==> config.mk <==
export PLATFORM = sky130hd
export DESIGN_NAME = pulse_peak_counter_top
export DESIGN_NICKNAME = d
export VERILOG_FILES = /design/src/hdl/ppc_pkg.sv /design/src/hdl/ppc_regs.sv /design/src/hdl/ppc_ctrl.sv /design/src/hdl/ppc_datapath.sv /design/src/hdl/pulse_peak_counter_top.sv
export VERILOG_INCLUDE_DIRS = /design/src /design/src/hdl
export SDC_FILE = /design/constraint.sdc
export NUM_CORES = 1
export LEC_CHECK = 0
export BUFFER_PORTS_ARGS = -buffer_cell sky130_fd_sc_hd__buf_2
export CAP_MARGIN = 20
export CORE_MARGIN = 1
export CORE_UTILIZATION = 30
export CTS_CLUSTER_DIAMETER = 200
export DETAILED_ROUTE_END_ITERATION = 16
export GPL_TIMING_DRIVEN = 0
export RECOVER_POWER = 25
export SYNTH_ARGS = -nofsm -noshare
export SYNTH_HDL_FRONTEND = slang
export SYNTH_SLANG_ARGS = --single-unit
==> constraint.sdc <==
create_clock -name clk_i -period 16.8 [get_ports clk_i]
set_input_delay 0.84 -clock clk_i [delete_from_list [all_inputs] [get_ports clk_i]]
set_output_delay 0.84 -clock clk_i [all_outputs]
set_load 0.005 [all_outputs]
==> src/hdl/pulse_peak_counter_top_assert.svh <==
// Assertion macros for the pulse peak counter top level.
// Expects clk_i and rst_ni in the scope of use.
`ifndef PULSE_PEAK_COUNTER_TOP_ASSERT_SVH
`define PULSE_PEAK_COUNTER_TOP_ASSERT_SVH

// same-cycle implication
`define PPC_ASSERT_NOW(lbl, ante, cons) \
  lbl: assert property (@(posedge clk_i) disable iff (!rst_ni) (ante) |-> (cons)) \
    else $error("pulse_peak_counter: same-cycle check failed");

// next-cycle implication
`define PPC_ASSERT_NEXT(lbl, ante, cons) \
  lbl: assert property (@(posedge clk_i) disable iff (!rst_ni) (ante) |=> (cons)) \
    else $error("pulse_peak_counter: next-cycle check failed");

`endif

==> src/hdl/ppc_pkg.sv <==
// Shared constants, types and codes of the pulse peak counter.
// No dependencies.
package ppc_pkg;

  localparam int SAMPLE_BITS        = 16;
  localparam int MAX_PERIOD_SAMPLES = 128;
  localparam int SUM_W              = 23;
  localparam int IDX_W              = 8;
  localparam int DIV_STEPS          = SUM_W;
  localparam int STEP_W             = $clog2(DIV_STEPS);
  localparam int ADDR_W             = 5;

  localparam logic [SUM_W-1:0]  SUM_MAX      = '1;
  localparam logic [8:0]        WEIGHT_FULL  = 9'd256;
  localparam logic [24:0]       ROUND_HALF   = 25'd128;
  localparam logic signed [21:0] OFFSET_TENTH = 22'sd6554;
  localparam logic signed [21:0] NORM_LO     = -22'sd1048576;
  localparam logic signed [21:0] NORM_HI     = 22'sd1048575;
  localparam logic [IDX_W-1:0]  LEN_MIN      = 8'd2;
  localparam logic [IDX_W-1:0]  LEN_MAX      = IDX_W'(MAX_PERIOD_SAMPLES);
  localparam logic [7:0]        SPACE_SAT    = 8'hFF;
  localparam logic [7:0]        BEATS_SAT    = 8'hFF;

  // register reset values
  localparam logic [8:0]  RST_WEIGHT  = 9'd128;
  localparam logic [19:0] RST_THRESH  = 20'd19661;
  localparam logic [7:0]  RST_SPACING = 8'd10;
  localparam logic [7:0]  RST_PERIOD  = 8'd80;
  localparam logic [3:0]  RST_WINDOW  = 4'd15;

  typedef enum logic [2:0] {
    REG_WEIGHT  = 3'd0,
    REG_THRESH  = 3'd1,
    REG_SPACING = 3'd2,
    REG_PERIOD  = 3'd3,
    REG_WINDOW  = 3'd4
  } reg_idx_e;

  typedef enum logic [2:0] {
    ST_IDLE,
    ST_FILTER,
    ST_ACCUM,
    ST_DIVIDE,
    ST_NORM,
    ST_FINISH
  } ctrl_state_e;

  typedef struct packed {
    logic [8:0]  weight;
    logic [19:0] thresh;
    logic [7:0]  spacing;
    logic [7:0]  period;
    logic [3:0]  window;
  } cfg_t;

  typedef struct packed {
    logic seed;
    logic load;
    logic filter;
    logic accum;
    logic div_step;
    logic norm;
    logic finish;
  } cmd_t;

  typedef struct packed {
    logic seeded;
    logic out_busy;
  } status_t;

endpackage

==> src/hdl/ppc_regs.sv <==
// APB configuration registers of the pulse peak counter.
// Depends on ppc_pkg.
module ppc_regs import ppc_pkg::*; (
  input  logic              clk_i,
  input  logic              rst_ni,
  input  logic              psel,
  input  logic              penable,
  input  logic              pwrite,
  input  logic [ADDR_W-1:0] paddr,
  input  logic [31:0]       pwdata,
  output logic [31:0]       prdata,
  output logic              pready,
  output cfg_t              cfg_o
);

  cfg_t cfg_q;
  logic wr_en;

  assign pready = 1'b1;
  assign wr_en  = psel & penable & pwrite;
  assign cfg_o  = cfg_q;

  always_ff @(posedge clk_i or negedge rst_ni) begin
    if (!rst_ni) begin
      cfg_q.weight  <= RST_WEIGHT;
      cfg_q.thresh  <= RST_THRESH;
      cfg_q.spacing <= RST_SPACING;
      cfg_q.period  <= RST_PERIOD;
      cfg_q.window  <= RST_WINDOW;
    end else if (wr_en) begin
      case (paddr[4:2])
        REG_WEIGHT:  cfg_q.weight  <= pwdata[8:0];
        REG_THRESH:  cfg_q.thresh  <= pwdata[19:0];
        REG_SPACING: cfg_q.spacing <= pwdata[7:0];
        REG_PERIOD:  cfg_q.period  <= pwdata[7:0];
        REG_WINDOW:  cfg_q.window  <= pwdata[3:0];
        default: ;
      endcase
    end
  end

  always_comb begin
    case (paddr[4:2])
      REG_WEIGHT:  prdata = 32'(cfg_q.weight);
      REG_THRESH:  prdata = 32'(cfg_q.thresh);
      REG_SPACING: prdata = 32'(cfg_q.spacing);
      REG_PERIOD:  prdata = 32'(cfg_q.period);
      REG_WINDOW:  prdata = 32'(cfg_q.window);
      default:     prdata = '0;
    endcase
  end

endmodule

==> src/hdl/ppc_ctrl.sv <==
// Sequencing state machine of the pulse peak counter.
// Depends on ppc_pkg; drives the datapath through cmd_t.
module ppc_ctrl import ppc_pkg::*; (
  input  logic    clk_i,
  input  logic    rst_ni,
  input  logic    in_valid_i,
  output logic    in_ready_o,
  input  status_t status_i,
  output cmd_t    cmd_o
);

  ctrl_state_e state_q, state_d;
  logic [STEP_W-1:0] step_q, step_d;
  logic accept;

  // ready is high exactly in idle, so take it from the state register
  assign accept = in_valid_i & (state_q == ST_IDLE);

  always_ff @(posedge clk_i or negedge rst_ni) begin
    if (!rst_ni) begin
      state_q <= ST_IDLE;
      step_q  <= '0;
    end else begin
      state_q <= state_d;
      step_q  <= step_d;
    end
  end

  // next state
  always_comb begin
    state_d = state_q;
    step_d  = step_q;
    case (state_q)
      ST_IDLE: begin
        if (accept && status_i.seeded) state_d = ST_FILTER;
      end
      ST_FILTER: state_d = ST_ACCUM;
      ST_ACCUM: begin
        state_d = ST_DIVIDE;
        step_d  = '0;
      end
      ST_DIVIDE: begin
        if (step_q == STEP_W'(DIV_STEPS - 1)) begin
          state_d = ST_NORM;
        end else begin
          step_d = step_q + 1'b1;
        end
      end
      ST_NORM: state_d = ST_FINISH;
      ST_FINISH: begin
        if (!status_i.out_busy) state_d = ST_IDLE;
      end
      default: state_d = ST_IDLE;
    endcase
  end

  // outputs
  always_comb begin
    in_ready_o = 1'b0;
    cmd_o      = '0;
    case (state_q)
      ST_IDLE: begin
        in_ready_o  = 1'b1;
        cmd_o.seed  = accept & ~status_i.seeded;
        cmd_o.load  = accept & status_i.seeded;
      end
      ST_FILTER: cmd_o.filter   = 1'b1;
      ST_ACCUM:  cmd_o.accum    = 1'b1;
      ST_DIVIDE: cmd_o.div_step = 1'b1;
      ST_NORM:   cmd_o.norm     = 1'b1;
      ST_FINISH: cmd_o.finish   = ~status_i.out_busy;
      default: ;
    endcase
  end

endmodule

==> src/hdl/ppc_datapath.sv <==
// Datapath of the pulse peak counter: filter, running sum, serial divider,
// beat test, counters and the output register. Depends on ppc_pkg.
module ppc_datapath import ppc_pkg::*; (
  input  logic                clk_i,
  input  logic                rst_ni,
  input  cfg_t                cfg_i,
  input  cmd_t                cmd_i,
  output status_t             status_o,
  input  logic [15:0]         sample_i,
  output logic                out_valid_o,
  input  logic                out_ready_i,
  output logic signed [20:0]  norm_value_o,
  output logic                beat_o,
  output logic [7:0]          beat_count_o,
  output logic                period_done_o,
  output logic                window_done_o
);

  logic              seeded_q;
  logic [15:0]       x_q;
  logic [15:0]       smooth_q, smooth_d;
  logic [SUM_W-1:0]  sum_q, sum_d;
  logic [IDX_W-1:0]  idx_q, idx_d;
  logic [SUM_W-1:0]  quo_q;
  logic [IDX_W-1:0]  rem_q;
  logic signed [20:0] norm_q, norm_d;
  logic [3:0]        period_q;
  logic [7:0]        beats_q;
  logic [7:0]        since_q;
  logic              out_valid_q;

  logic [15:0]       x_in;
  logic [8:0]        w_eff, w_rest;
  logic [24:0]       filt_acc;
  logic [SUM_W:0]    sum_wide;
  logic [IDX_W:0]    trial;
  logic              trial_ge;
  logic [15:0]       mean;
  logic signed [21:0] diff, norm_wide;
  logic [7:0]        since_inc, beats_inc;
  logic              beat;
  logic [IDX_W-1:0]  len;
  logic              pdone, wdone;
  logic [3:0]        period_inc, win;

  assign x_in = 16'(sample_i[SAMPLE_BITS-1:0]) << (16 - SAMPLE_BITS);

  // exponential filter, rounds half up
  assign w_eff    = (cfg_i.weight > WEIGHT_FULL) ? WEIGHT_FULL : cfg_i.weight;
  assign w_rest   = WEIGHT_FULL - w_eff;
  assign filt_acc = 25'(w_eff) * 25'(x_q) + 25'(w_rest) * 25'(smooth_q) + ROUND_HALF;
  assign smooth_d = filt_acc[23:8];

  assign sum_wide = {1'b0, sum_q} + (SUM_W+1)'(smooth_q);
  assign sum_d    = sum_wide[SUM_W] ? SUM_MAX : sum_wide[SUM_W-1:0];
  assign idx_d    = (idx_q == '1) ? IDX_W'(1) : idx_q + 1'b1;

  // restoring divide, one quotient bit per step
  assign trial    = {rem_q, quo_q[SUM_W-1]};
  assign trial_ge = trial >= {1'b0, idx_q};

  assign mean      = (|quo_q[SUM_W-1:16]) ? 16'hFFFF : quo_q[15:0];
  assign diff      = $signed({6'b0, smooth_q}) - $signed({6'b0, mean});
  assign norm_wide = (diff <<< 2) + OFFSET_TENTH;
  always_comb begin
    if (norm_wide < NORM_LO)      norm_d = NORM_LO[20:0];
    else if (norm_wide > NORM_HI) norm_d = NORM_HI[20:0];
    else                          norm_d = norm_wide[20:0];
  end

  // beat test and period bookkeeping
  assign since_inc  = (since_q == SPACE_SAT) ? SPACE_SAT : since_q + 1'b1;
  assign beat       = ($signed(norm_q) >= $signed({1'b0, cfg_i.thresh}))
                      && (since_inc >= cfg_i.spacing);
  assign beats_inc  = (beat && beats_q != BEATS_SAT) ? beats_q + 1'b1 : beats_q;
  assign len        = (cfg_i.period < LEN_MIN) ? LEN_MIN :
                      (cfg_i.period > LEN_MAX) ? LEN_MAX : cfg_i.period;
  assign pdone      = idx_q >= len;
  assign period_inc = period_q + 1'b1;
  assign win        = (cfg_i.window == '0) ? 4'd1 : cfg_i.window;
  assign wdone      = pdone && (period_inc >= win);

  always_ff @(posedge clk_i or negedge rst_ni) begin
    if (!rst_ni) begin
      seeded_q    <= 1'b0;
      smooth_q    <= '0;
      sum_q       <= '0;
      idx_q       <= '0;
      period_q    <= '0;
      beats_q     <= '0;
      since_q     <= SPACE_SAT;
      out_valid_q <= 1'b0;
    end else begin
      if (cmd_i.seed) begin
        seeded_q <= 1'b1;
        smooth_q <= x_in;
      end
      if (cmd_i.filter) smooth_q <= smooth_d;
      if (cmd_i.accum) begin
        sum_q <= sum_d;
        idx_q <= idx_d;
      end
      if (cmd_i.finish) begin
        since_q <= beat ? '0 : since_inc;
        beats_q <= wdone ? '0 : beats_inc;
        if (pdone) begin
          sum_q    <= quo_q;
          idx_q    <= IDX_W'(1);
          period_q <= wdone ? '0 : period_inc;
        end
      end
      if (cmd_i.finish)     out_valid_q <= 1'b1;
      else if (out_ready_i) out_valid_q <= 1'b0;
    end
  end

  // payload registers
  always_ff @(posedge clk_i) begin
    if (cmd_i.load) x_q <= x_in;
    if (cmd_i.accum) begin
      quo_q <= sum_d;
      rem_q <= '0;
    end
    if (cmd_i.div_step) begin
      quo_q <= {quo_q[SUM_W-2:0], trial_ge};
      rem_q <= trial_ge ? IDX_W'(trial - {1'b0, idx_q}) : trial[IDX_W-1:0];
    end
    if (cmd_i.norm) norm_q <= norm_d;
    if (cmd_i.finish) begin
      norm_value_o  <= norm_q;
      beat_o        <= beat;
      beat_count_o  <= beats_inc;
      period_done_o <= pdone;
      window_done_o <= wdone;
    end
  end

  assign out_valid_o     = out_valid_q;
  assign status_o.seeded   = seeded_q;
  assign status_o.out_busy = out_valid_q & ~out_ready_i;

endmodule

==> src/hdl/pulse_peak_counter_top.sv <==
// Top level of the pulse peak counter: APB registers, controller, datapath.
// Depends on ppc_pkg, ppc_regs, ppc_ctrl, ppc_datapath and the assertion header.

// Pulse peak counter. Each accepted sample goes through the exponential filter, is added to
// the running sum, and the sum is divided by the sample index in a restoring divider that
// yields one quotient bit per cycle; the detrended value, beat test and counters follow. No
// new sample is taken while one is in work: the next is accepted only after the result is
// committed, and the commit waits while an earlier result in the output register is untaken.
// The first sample after reset only seeds the filter, gives no result and is followed by the
// next acceptance in the very next cycle. A finished result sits in an output register, so the
// next sample is accepted while it waits to be taken. Registers: weight at 0x00, threshold
// 0x04, minimum spacing 0x08, samples per period 0x0C, periods per window 0x10.
module pulse_peak_counter_top import ppc_pkg::*; (
  input  logic               clk_i,
  input  logic               rst_ni,
  input  logic               psel,
  input  logic               penable,
  input  logic               pwrite,
  input  logic [ADDR_W-1:0]  paddr,
  input  logic [31:0]        pwdata,
  output logic [31:0]        prdata,
  output logic               pready,
  input  logic               in_valid_i,
  output logic               in_ready_o,
  input  logic [15:0]        sample_i,
  output logic               out_valid_o,
  input  logic               out_ready_i,
  output logic signed [20:0] norm_value_o,
  output logic               beat_o,
  output logic [7:0]         beat_count_o,
  output logic               period_done_o,
  output logic               window_done_o
);

  cfg_t    cfg;
  cmd_t    cmd;
  status_t status;

  ppc_regs u_regs (
    .clk_i   (clk_i),
    .rst_ni  (rst_ni),
    .psel    (psel),
    .penable (penable),
    .pwrite  (pwrite),
    .paddr   (paddr),
    .pwdata  (pwdata),
    .prdata  (prdata),
    .pready  (pready),
    .cfg_o   (cfg)
  );

  ppc_ctrl u_ctrl (
    .clk_i      (clk_i),
    .rst_ni     (rst_ni),
    .in_valid_i (in_valid_i),
    .in_ready_o (in_ready_o),
    .status_i   (status),
    .cmd_o      (cmd)
  );

  ppc_datapath u_dp (
    .clk_i         (clk_i),
    .rst_ni        (rst_ni),
    .cfg_i         (cfg),
    .cmd_i         (cmd),
    .status_o      (status),
    .sample_i      (sample_i),
    .out_valid_o   (out_valid_o),
    .out_ready_i   (out_ready_i),
    .norm_value_o  (norm_value_o),
    .beat_o        (beat_o),
    .beat_count_o  (beat_count_o),
    .period_done_o (period_done_o),
    .window_done_o (window_done_o)
  );

`include "pulse_peak_counter_top_assert.svh"

  `PPC_ASSERT_NOW(a_window_ends_period, out_valid_o && window_done_o, period_done_o)
  `PPC_ASSERT_NOW(a_beat_counted, out_valid_o && beat_o, beat_count_o != 8'd0)
  `PPC_ASSERT_NEXT(a_busy_after_accept, in_valid_i && in_ready_o && status.seeded, !in_ready_o)
  `PPC_ASSERT_NOW(a_result_from_commit, $rose(out_valid_o), $past(cmd.finish))

endmodule
Word level (Yosys, flattened, before mapping). Cells that the tools add are included.

Register bits: 226. Output and inout port bits: 67. Word-level logic and storage cells: 136.

$add $sub $neg: 12. $mul: 2. Order comparisons: 10. Equal/unequal tests: 17. Mux-type cells: 42. Bitwise logic cells: 9. Reduce and logical (&&, ||, !) cells: 20.

Operators with widths (count): $mux 23 (6); $mux 8 (13); $pmux 20 s5 (1); $mul 9x16->24 (2); $mux 16 (3); $add 23x16->24 (1); $add 24x24->24 (1); $add 24x8->24 const B (1); $add 8x1->8 const B (3); $add 22x14->22 const B (1); $gt 22x21->1 const B (1); $lt 22x21->1 const B (1); $ge 21x21->1 (1); $mux 21 (1); $pmux 3 s6 (1); $sub 16x16->17 (1); $eq 8x8->1 const B (2); $ge 8x8->1 (2); $reduce_and 2->1 (7); $eq 3x2->1 const B (4); $pmux 5 s2 (1); $eq 3x3->1 const B (3); $ge 9x8->1 (1); $gt 9x9->1 const B (1); other kinds (26) (53).

Depth between registers and ports, before layout.
Depth in word-level cells: 7. Gate-level depth with buffers: 32. Gate-level depth less buffers: 28.

Hierarchy. A second synthesis with hierarchy kept.

Cells, all modules: 2353. Area, all modules: 22559.1 um2.

By module, submodules not included: ppc_datapath (instances 1, cells each 2120, area an instance 19602.6 um2); ppc_regs (instances 1, cells each 175, area an instance 2414.8 um2); ppc_ctrl (instances 1, cells each 58, area an instance 541.8 um2).

Worst setup path after synthesis. No wires, ideal clock.

Path kind: reg2reg. From: reg u_regs.cfg_q, in the netlist u_regs.cfg_o[48]. To: reg u_dp.smooth_q[14]. Arrival time: 7.562 ns. Path slack: 9.102 ns. Stages on the path, launching flop included: 30. Path buffers: 4. Path through: dfrtp_1 > buf_4 > nor2b_1 > clkbuf_1 > clkbuf_1 > inv_1 > ha_1 > xnor2_1 > clkbuf_1 > nand2_1 > fa_1 > inv_1 > fa_1 > fa_1 > fa_1 > fa_1 > inv_1 > fa_1 > inv_1 > ha_1 > a21o_1 > a22oi_1 > o211ai_1 > a2bb2oi_1 > o41ai_1 > o21ai_1 > a21o_1 > a21oi_1 > xor2_1 > mux2i_1.

Word-level cells in the longest chain between the ends: 7. Elaborated cells on any way between the ends: 8. Classes of those cells: 3 x add/sub; 2 x mul; 1 x order compare; 2 x mux.

RTL lines: start, declared (RTL line ppc_regs.sv:16) `cfg_t cfg_q;`; $gt 9x9->1 (RTL line ppc_datapath.sv:49) `assign w_eff = (cfg_i.weight > WEIGHT_FULL) ? WEIGHT_FULL : cfg_i.weight;`; $mux 9 * (RTL line ppc_datapath.sv:49); $sub 9x9->9 (RTL line ppc_datapath.sv:50) `assign w_rest = WEIGHT_FULL - w_eff;`; $mul 9x16->24 (RTL line ppc_datapath.sv:51) `assign filt_acc = 25'(w_eff) * 25'(x_q) + 25'(w_rest) * 25'(smooth_q) + ROUND_HALF;`; $add 24x24->24 * (RTL line ppc_datapath.sv:51); $add 24x8->24 * (RTL line ppc_datapath.sv:51); $mux 16 * (RTL line ppc_datapath.sv:98) `if (cmd_i.filter) smooth_q <= smooth_d;`; end signal, assigned (RTL line ppc_datapath.sv:96) `smooth_q <= x_in;`; end signal, assigned (RTL line ppc_datapath.sv:98); end, declared (RTL line ppc_datapath.sv:21) `logic [15:0] smooth_q, smooth_d;`.

Every way passes the cells marked *; elsewhere a longest branch is shown, timed or not. A chain may end at the register's enable or synchronous reset.

Final worst setup path. Same ends and word-level chain as after synthesis.

==> impl_metrics.csv <==
group,metric,value,unit
timing,layout_min_cycle_time,10.32,ns
yosys,synthCells,2383,
flow_run,cap_violations,2,
timing,maxClockFrequency,0.0969,GHz
final_layout,fin_area,24700,µm²
critical_path,worst-setup-path-type,"flop to flop",
floorplan,floorplan.io_pins,127,
critical_path,critical_path.startpoint,"u_regs.cfg_o[48]",
cts,postCtsSetupBuffers,0,
timing,rsz0062_at_grt,"false",
cts,clk_root_buffer_cell,"clkbuf_16",
grt,grtUsageTotal,0.162,
yosys,synth-edff-count,100,
outcome,violations,"capacitance limit, slew limit",
timing,tightestPinTransition,3.95,ns
cts,clock_sinks,226,
detailed_routing,number_of_drc_markers_in_iteration_0,1079,
critical_path,worst_setup_path_end_kind,"flop",
detailed_routing,drt_drc_violations_left,0,
cts,ctsLongestPathBuffers,3,
timing,slew_headroom,-1.64,
cts,clkLatencyLatePin,0.56,ns
detailed_routing,routed_wl,59500,µm
timing,timing_max_transition_violations_final,129,
floorplan,start_util,0.303,
cts,htree_levels,1,
detailed_routing,first_pass_iters,5,
outcome,outcome,"finished with violations",
critical_path,path_max_fanout,10,
yosys,synthDistinctLibCells,79,
yosys,ys_warnings,0,
timing,final_cycle_share,0.614,
yosys,avgSynthCellArea,9.28,µm²
floorplan,die_area,74800,µm²
hold_path,holdCritStartpoint,"u_dp.norm_q[13]",
cts,cts_tree,"built",
grt,grt_start_max_net_pins,72,
yosys,ys_dominant_reg_cell,"dfrtp_1",
cts,ctsHoldBuffers,0,
final_layout,drive_gt1_frac,0.0830,
timing,number_of_endpoints_with_negative_hold_slack_in_the_final_report,0,
timing,largest_clock_skew_in_the_final_design,0.0262,ns
yosys,ys_top_cells_by_count,"380 x inv_1, 347 x nand2_1, 237 x fa_1, 171 x ha_1, 109 x o21ai_0",
critical_path,critPathArrivalTime,10.70,ns
grt,residual_overflow_from_global_routing,0,
yosys,synthMostInstantiatedCell,"inv_1",
yosys,async_flop_share,0.558,
detailed_routing,final_antenna_net_count,0,
critical_path,cpPeakStageDelay,0.79,ns
placed_design,numPortBuffers,98,
cts,cts_buffers,25,
timing,final-setup-viol-count,0,
final_layout,layout_net_count,2991,
yosys,yosysSeqAreaShare,0.280,
critical_path,timing.critical_path.required,17.18,ns
detailed_routing,vias_per_cell,4.76,
cts,post_cts_resize_count,0,
final_layout,final.fill_count,7512,
timing,finalSetupTns,0,ns
critical_path,cpMostUsedCell,"fa_1",
yosys,yosys-top-cells-area,"fa_1 21%, edfxtp_1 14%, dfrtp_1 11%",
placed_design,gp_routability_congestion,0.891,
yosys,netlist_area,22100,µm²
floorplan,die_y,274,µm
detailed_routing,via_total_after_detailed_routing,16700,
detailed_routing,post_drt_wl_per_cell,17.0,µm
yosys,yosys_register_bits,226,
critical_path,cp-start-kind,"flop",
floorplan,core_area,73000,µm²
yosys,yosysTopAreaCell,"fa_1",
critical_path,reg2reg_from,"u_regs.cfg_o[48]",
grt,global_route_wire_length_before_repair,94900,µm
yosys,area_share_of_the_leading_cell_type_in_the_synthesized_netlist,0.214,
grt,grt_pass1_vias,16700,
final_layout,synthToLayoutAreaGrowth,11.8,%
floorplan,floorplan.rows,99,
placed_design,dpl.hpwl,47600,µm
cts,clock_transition_time_at_the_flip_flop_clock_pins_of_the_worst_setup_and_hold_paths,0.07,ns
critical_path,timing.critical_path.slowest_stage_cell,"clkbuf_1",
grt,antenna_violations_before_repair,1,
placed_design,dpl_cell_area,23900,µm²
hold_path,hold_path_class,"flop to flop",
floorplan,die_x_extent,274,µm
## placed cells by master, fill, tap and decap left out, types with 29 or more instances in the layout
| cell | netlist | final |
|---|---|---|
| nand3_1 | 42 | 42 |
| mux2i_1 | 30 | 30 |
| dfrtp_1 | 101 | 101 |
| edfxtp_1 | 100 | 100 |
| clkbuf_16 | 0 | 29 |
| clkbuf_1 | 78 | 100 |
| nor2b_1 | 34 | 34 |
| inv_1 | 380 | 379 |
| nor2_1 | 107 | 106 |
| a21oi_1 | 86 | 86 |
| nor3_1 | 37 | 37 |
| xor2_1 | 35 | 35 |
| and2_1 | 96 | 96 |
| buf_2 | 3 | 84 |
| xnor2_1 | 56 | 56 |
| nand2_1 | 347 | 347 |
| o21ai_0 | 109 | 109 |
| a21o_1 | 29 | 29 |
| fa_1 | 237 | 237 |
| ha_1 | 171 | 171 |
## cells by family (layout without fill, tap and decap cells)
| logic type | Yosys count | count (layout) | synth area share |
|---|---|---|---|
| mux | 57 | 57 | 0.0294 |
| buf+inv | 505 | 653 | 0.0886 |
| flops | 226 | 226 | 0.280 |
| fa+ha+maj | 408 | 408 | 0.311 |
| xor+xnor | 91 | 91 | 0.0360 |
| compound gates | 347 | 347 | 0.0970 |
| other cells | 2 | 14 | 0.000339 |
| simple gates | 747 | 747 | 0.158 |
## worst max-delay path, delay by kind of cell, from the launching register on
family | cells | cell delay, ns
compound gates | 7 | 1.82
xor+xnor | 2 | 0.79
fa+ha+maj | 8 | 3.79
buf+inv | 8 | 2.41
flops | 1 | 0.36
mux | 1 | 0.12
simple gates | 4 | 0.83
## registers in the layout, indices dropped and copies added (netlist names), 5 cells and up
register	flops
u_dp.norm_value_o	21
u_dp.sum_q	23
u_regs.cfg_o	49
u_dp.idx_q	8
u_ctrl.step_q	5
u_dp.norm_q	21
u_dp.quo_q	23
u_dp.x_q	16
u_dp.beats_q	8
u_dp.beat_count_o	8
u_dp.rem_q	8
u_dp.since_q	8
u_dp.smooth_q	16
## routing by layer
layer	global-route usage	routed length (µm)	up-vias	share of wire
met2	0.258	26900	491	0.45
met3	0.0342	4200	76	0.071
met4	0.0407	1390	0	0.023
met5	0	0	-	0
met1	0.223	27000	8132	0.45
li1	-	-	7969	-
## per-stage QoR
step	utilization	instances	hold slack, ns	setup WS (ns)
floorplan	-	2394	0.426	9.10
global placement	0.327	3451	0.462	6.71
detailed placement	0.328	3454	0.453	6.73
CTS	0.339	3500	0.307	6.64
global route	0.339	3501	0.473	6.08
finish	0.339	3502	0.454	6.48
## final cells by class
cell class                      count  area, µm²  share of cell area
Clock inverter                     10       65.1             0.00263
Multi-Input combinational cell   1663      14000               0.567
Timing Repair Buffer              102        523              0.0211
Buffer                            123        527              0.0213
Sequential cell                   226       6190               0.250
Clock buffer                       36        772              0.0312
Inverter                          382       1430              0.0580
Tap cell                          959       1200              0.0485
Antenna cell                        1       2.50            0.000101
## final timing paths
| path | end | slack (ns) | cells after the start |
|---|---|---|---|
| min | u_dp.norm_value_o[13] | 0.45 | 0 |
| max in group asynchronous | u_dp.smooth_q[5] | 10.44 | 2 |
| max | u_dp.smooth_q[14] | 6.48 | 30 |
| max reg2reg | u_dp.smooth_q[14] | 6.48 | 30 |
| min in group asynchronous | u_dp.beats_q[1] | 1.64 | 1 |
| min reg2reg | u_dp.norm_value_o[13] | 0.45 | 0 |
Power is not shown: default switching activity piles up to over one toggle a cycle in this logic, so the estimate is an artifact.
